**src/hdl/pktn_pkg.sv**
```systemverilog
// shared types and constants of the neighbor table
// no dependencies
`default_nettype none
package pktn_pkg;
    localparam int ITEM_COUNT_DEF    = 1024;
    localparam int MAX_NEIGHBORS_DEF = 32;
    localparam int ID_W    = 10;
    localparam int SCORE_W = 16;
    localparam int CNT_W   = 6;
    localparam logic signed [SCORE_W-1:0] SCORE_MAX = 16'sh7FFF;
    localparam logic [CNT_W-1:0] SLOT_INVALID = 6'd63;

    localparam logic [2:0] ST_FREE      = 3'd0;
    localparam logic [2:0] ST_REPLACED  = 3'd1;
    localparam logic [2:0] ST_REJECTED  = 3'd2;
    localparam logic [2:0] ST_DUPLICATE = 3'd3;
    localparam logic [2:0] ST_NONE      = 3'd4;

    localparam logic CMD_ADD   = 1'b0;
    localparam logic CMD_QUERY = 1'b1;

    localparam logic [1:0] REG_SYM  = 2'd0;
    localparam logic [1:0] REG_DUP  = 2'd1;
    localparam logic [1:0] REG_KUSE = 2'd2;

    typedef enum logic [3:0] {
        S_IDLE, S_CLEAR, S_HREAD, S_HWAIT, S_DECIDE, S_SREAD, S_SCAN,
        S_ADD, S_REPL, S_RREAD, S_RSCAN, S_WRHDR, S_DONE
    } state_t;

    // per-item header: count, lowest slot, lowest score
    typedef struct packed {
        logic [CNT_W-1:0]          count;
        logic [CNT_W-1:0]          slot;
        logic signed [SCORE_W-1:0] score;
    } hdr_t;

    typedef struct packed {
        logic             sym;
        logic             dup;
        logic [CNT_W-1:0] kuse;
    } cfg_t;
endpackage
`default_nettype wire

```
**src/hdl/pktn_cfg.sv**
```systemverilog
// apb configuration registers of the neighbor table
// depends on pktn_pkg
`default_nettype none
module pktn_cfg (
    input  wire logic        clk,
    input  wire logic        rst_n,
    input  wire logic        psel,
    input  wire logic        penable,
    input  wire logic        pwrite,
    input  wire logic [3:0]  paddr,
    input  wire logic [31:0] pwdata,
    output logic      [31:0] prdata,
    output logic             pready,
    output pktn_pkg::cfg_t   cfg
);
    import pktn_pkg::*;
    cfg_t cfg_reg;
    logic [1:0] idx;

    assign idx    = paddr[3:2];
    assign pready = 1'b1;
    assign cfg    = cfg_reg;

    // register writes
    always_ff @(posedge clk or negedge rst_n)
    begin
        if (!rst_n)
        begin
            cfg_reg <= '{sym: 1'b1, dup: 1'b1, kuse: 6'd32};
        end
        else if (psel && penable && pwrite)
        begin
            unique case (idx)
                REG_SYM:  cfg_reg.sym  <= pwdata[0];
                REG_DUP:  cfg_reg.dup  <= pwdata[0];
                REG_KUSE: cfg_reg.kuse <= pwdata[CNT_W-1:0];
                default:  ;
            endcase
        end
    end

    // register reads
    always_comb
    begin
        prdata = '0;
        unique case (idx)
            REG_SYM:  prdata = {31'd0, cfg_reg.sym};
            REG_DUP:  prdata = {31'd0, cfg_reg.dup};
            REG_KUSE: prdata = {26'd0, cfg_reg.kuse};
            default:  prdata = '0;
        endcase
    end
endmodule
`default_nettype wire

```
**config.mk**
```make
export PLATFORM = sky130hd
export DESIGN_NAME = pktn_cfg
export DESIGN_NICKNAME = d
export VERILOG_FILES = /design/src/hdl/pktn_pkg.sv /design/src/hdl/pktn_cfg.sv
export SDC_FILE = /design/constraint.sdc
export NUM_CORES = 1
export LEC_CHECK = 0
export ABC_AREA = 0
export BUFFER_PORTS_ARGS = -buffer_cell sky130_fd_sc_hd__buf_2
export CAP_MARGIN = 10
export CORE_UTILIZATION = 30
export DETAILED_ROUTE_END_ITERATION = 7
export PLACE_DENSITY = 0.9
export RECOVER_POWER = 25
export SYNTH_ARGS = -nofsm -noshare
export SYNTH_HDL_FRONTEND = slang
export SYNTH_SLANG_ARGS = --single-unit
```
**constraint.sdc**
```tcl
create_clock -name clk -period 0.9 [get_ports clk]
set_input_delay 0.09 -clock clk [delete_from_list [all_inputs] [get_ports clk]]
set_output_delay 0.09 -clock clk [all_outputs]
set_load 0.05 [all_outputs]
```
==> impl_metrics.ini <==
[logic_synthesis]
syn-cell-area_um2 = 602
syn_inst = 58
syn_avg_cell_area_um2 = 10.4
yosysSeqAreaShare_pct = 33.9
synth_warnings = 0
ys_ff_latch = 8
synth_cell_type_count = 14

[worst_setup_path]
critPathMaxStageDelay_ns = 0.55
cp-start-kind = flop
rr_worst_depth = 4
cp_cell_sequence = mux2i_4 > o21ai_4 > buf_6
cp.arrival_ns = 1.18
cpLargestDelayFamily = flip-flops
critPathMaxFanout = 2
cp.buffers_inverters = 1
required_ns = 0.81
worst_path_max_delay_cell = dfstp_2
cp-end-kind = primary output
critical_path_depth = 3
worst-setup-path-type = reg2out

[finish]
multi_input_area_um2 = 359
register_area_um2 = 210
antenna_cells = 0
nets = 141
syn2layout_area_growth_pct = 63.2
nFillCells = 158
largest_reg_flops = 8
final_util_pct = 54.5
drive_gt1_share_pct = 65.7

[cts]
root_buffer = clkbuf_4
clk_latency_ns = 0.25
htreeDepth = 1
cts.sinks = 8
clkTransAtPathRegs_ns = 0.06
numCtsBuffers = 3
clockBufferDepth = 2
cts_tree = yes

[floorplanning]
core_area_um2 = 1800
design.die.area_um2 = 2190
rows = 15
ioPinCount = 82
start_util_pct = 33.4
die_h_um = 46.8
fp.dieW_um = 46.8

[flow_run]
maxCapViolCount = 0

[detailed_routing]
routed_via_density = 3.76
first_iter_violations = 5
num_vias = 466
wire_per_inst_um = 10.9
first_pass_iters = 2
wl_um = 1350
ant_nets = 0
post-route-drc-count = 0

[power_and_ir_drop]
ir_worst_vdd_mv = 0.876
p_per_area_nw_per_um2 = 2250
leakage_nw = 0.491
power_mw = 2.21

[sta]
layout_min_cycle_time_ns = 1.27
final_max_slew_viol_count = 0
layout_setup_ws_ns = -0.368
hold_viol = 0
rsz0062_at_grt = true
fin_skew_ns = 0
setup_tns_ns = -2.36
post-route-period-util_pct = 141
setup-violations-final = 17
fmax_mhz = 789
holdWs_ns = 0.0656

[placement]
io_buffers = 26
gp_congestion = 0.673
hpwl_um = 930

[outcome]
outcome = complete, but fails checks
violations = setup timing

[global_route]
grt_max_degree = 9
busiest_layer = met2
met1_usage_pct = 11.6
grt_pass1_vias = 408
grt.total_usage_pct = 12.9
grt_pass1_wl_um = 1850
antenna_found_initial = 0
use_met2_pct = 26.4
gr-usage-met3_pct = 4.62
grt-ovfl-total = 0

[hold_path]
hold_path_depth = 2
hold_class = in2reg
-- final timing paths --
path | slack, ns | startpoint | end
max | -0.37 | cfg[6] | prdata[0]
min in group asynchronous | 0.30 | rst_n | cfg[1]
min reg2reg | 0.55 | cfg[1] | cfg[1]
max reg2reg | -0.18 | cfg[7] | cfg[7]
max in group asynchronous | 0.26 | rst_n | cfg[7]
min | 0.07 | pwdata[4] | cfg[4]
-- cell usage after synthesis --
library cell | number | area share (%)
and2_1 | 5 | 5.2
nor3b_4 | 1 | 3.1
nor3b_1 | 1 | 1.2
nand2_1 | 1 | 0.62
nor3_1 | 1 | 0.83
o21ai_0 | 1 | 0.83
buf_4 | 27 | 34
conb_1 | 2 | 1.2
nand3_2 | 1 | 1.7
mux2_2 | 8 | 15
nor2b_1 | 1 | 1.0
mux2i_1 | 1 | 1.7
dfrtp_1 | 5 | 21
dfstp_2 | 3 | 13
-- logic make-up after synthesis --
family                 after synthesis  synth area share, %
muxes                                9                 16.6
and+or+nand+nor                     11                 13.7
DFF                                  8                 33.9
AOI/OAI and AO/OA                    1                0.831
other                                2                 1.25
buffers and inverters               27                 33.7
-- placed cells by master, fill, tap and decap left out --
master / count
nor3_1: 1
dlygate4sd3_1: 1
buf_4: 8
buf_8: 4
clkbuf_4: 3
mux2_2: 1
nand2_1: 1
nand3_4: 1
nor3b_1: 1
nor2b_1: 1
nor3b_4: 1
buf_6: 13
conb_1: 27
dfstp_2: 3
and2_4: 5
buf_2: 11
buf_12: 1
dfrtp_2: 5
clkbuf_1: 2
o21ai_4: 1
mux2_4: 7
mux2i_4: 1
-- power by group --
group          total [mW]  internal [mW]  switching, mW
sequential          0.567          0.479         0.0883
combinational        1.34          0.526          0.819
clock               0.300          0.170          0.130
total                2.21           1.17           1.04
-- metrics by stage --
stage | instance area, um^2 | std cells | setup slack, ns
after floorplan | 759 | 83 | -0.371
after global placement | 783 | 114 | -0.176
after detailed placement | 783 | 114 | -0.212
after CTS | 961 | 122 | -0.373
after global routing | 982 | 124 | -0.388
final | 982 | 124 | -0.368
-- worst reg2reg max path, delay by kind of cell (launching register included) --
family,cells,cell delay [ns]
multiplexers,1,0.26
buffers and inverters,3,0.36
flip-flops,1,0.38
-- final cells by class --
class,instances,area share [%]
Multi-Input combinational cell,48,36.6
Sequential cell,8,21.4
Timing Repair Buffer,39,36.2
Tap cell,25,3.18
Clock buffer,4,2.68
-- routing by layer --
layer  part of all wire (%)  vias up
met3                    5.6        2
met4                   0.52        0
met1                     33      219
met2                     61       29
met5                      0        -
li1                       -      216
-- repair_timing --
| item | in CTS | in global routing |
|---|---|---|
| pin swaps | 1 | 0 |
| hold endpoints to repair | 8 | 0 |
| hold buffers | 1 | 0 |
| setup endpoints to repair | 14 | 16 |
| setup buffers | 3 | 3 |
| gates resized for setup | 35 | 3 |
Power figures use the tool's default switching activity.
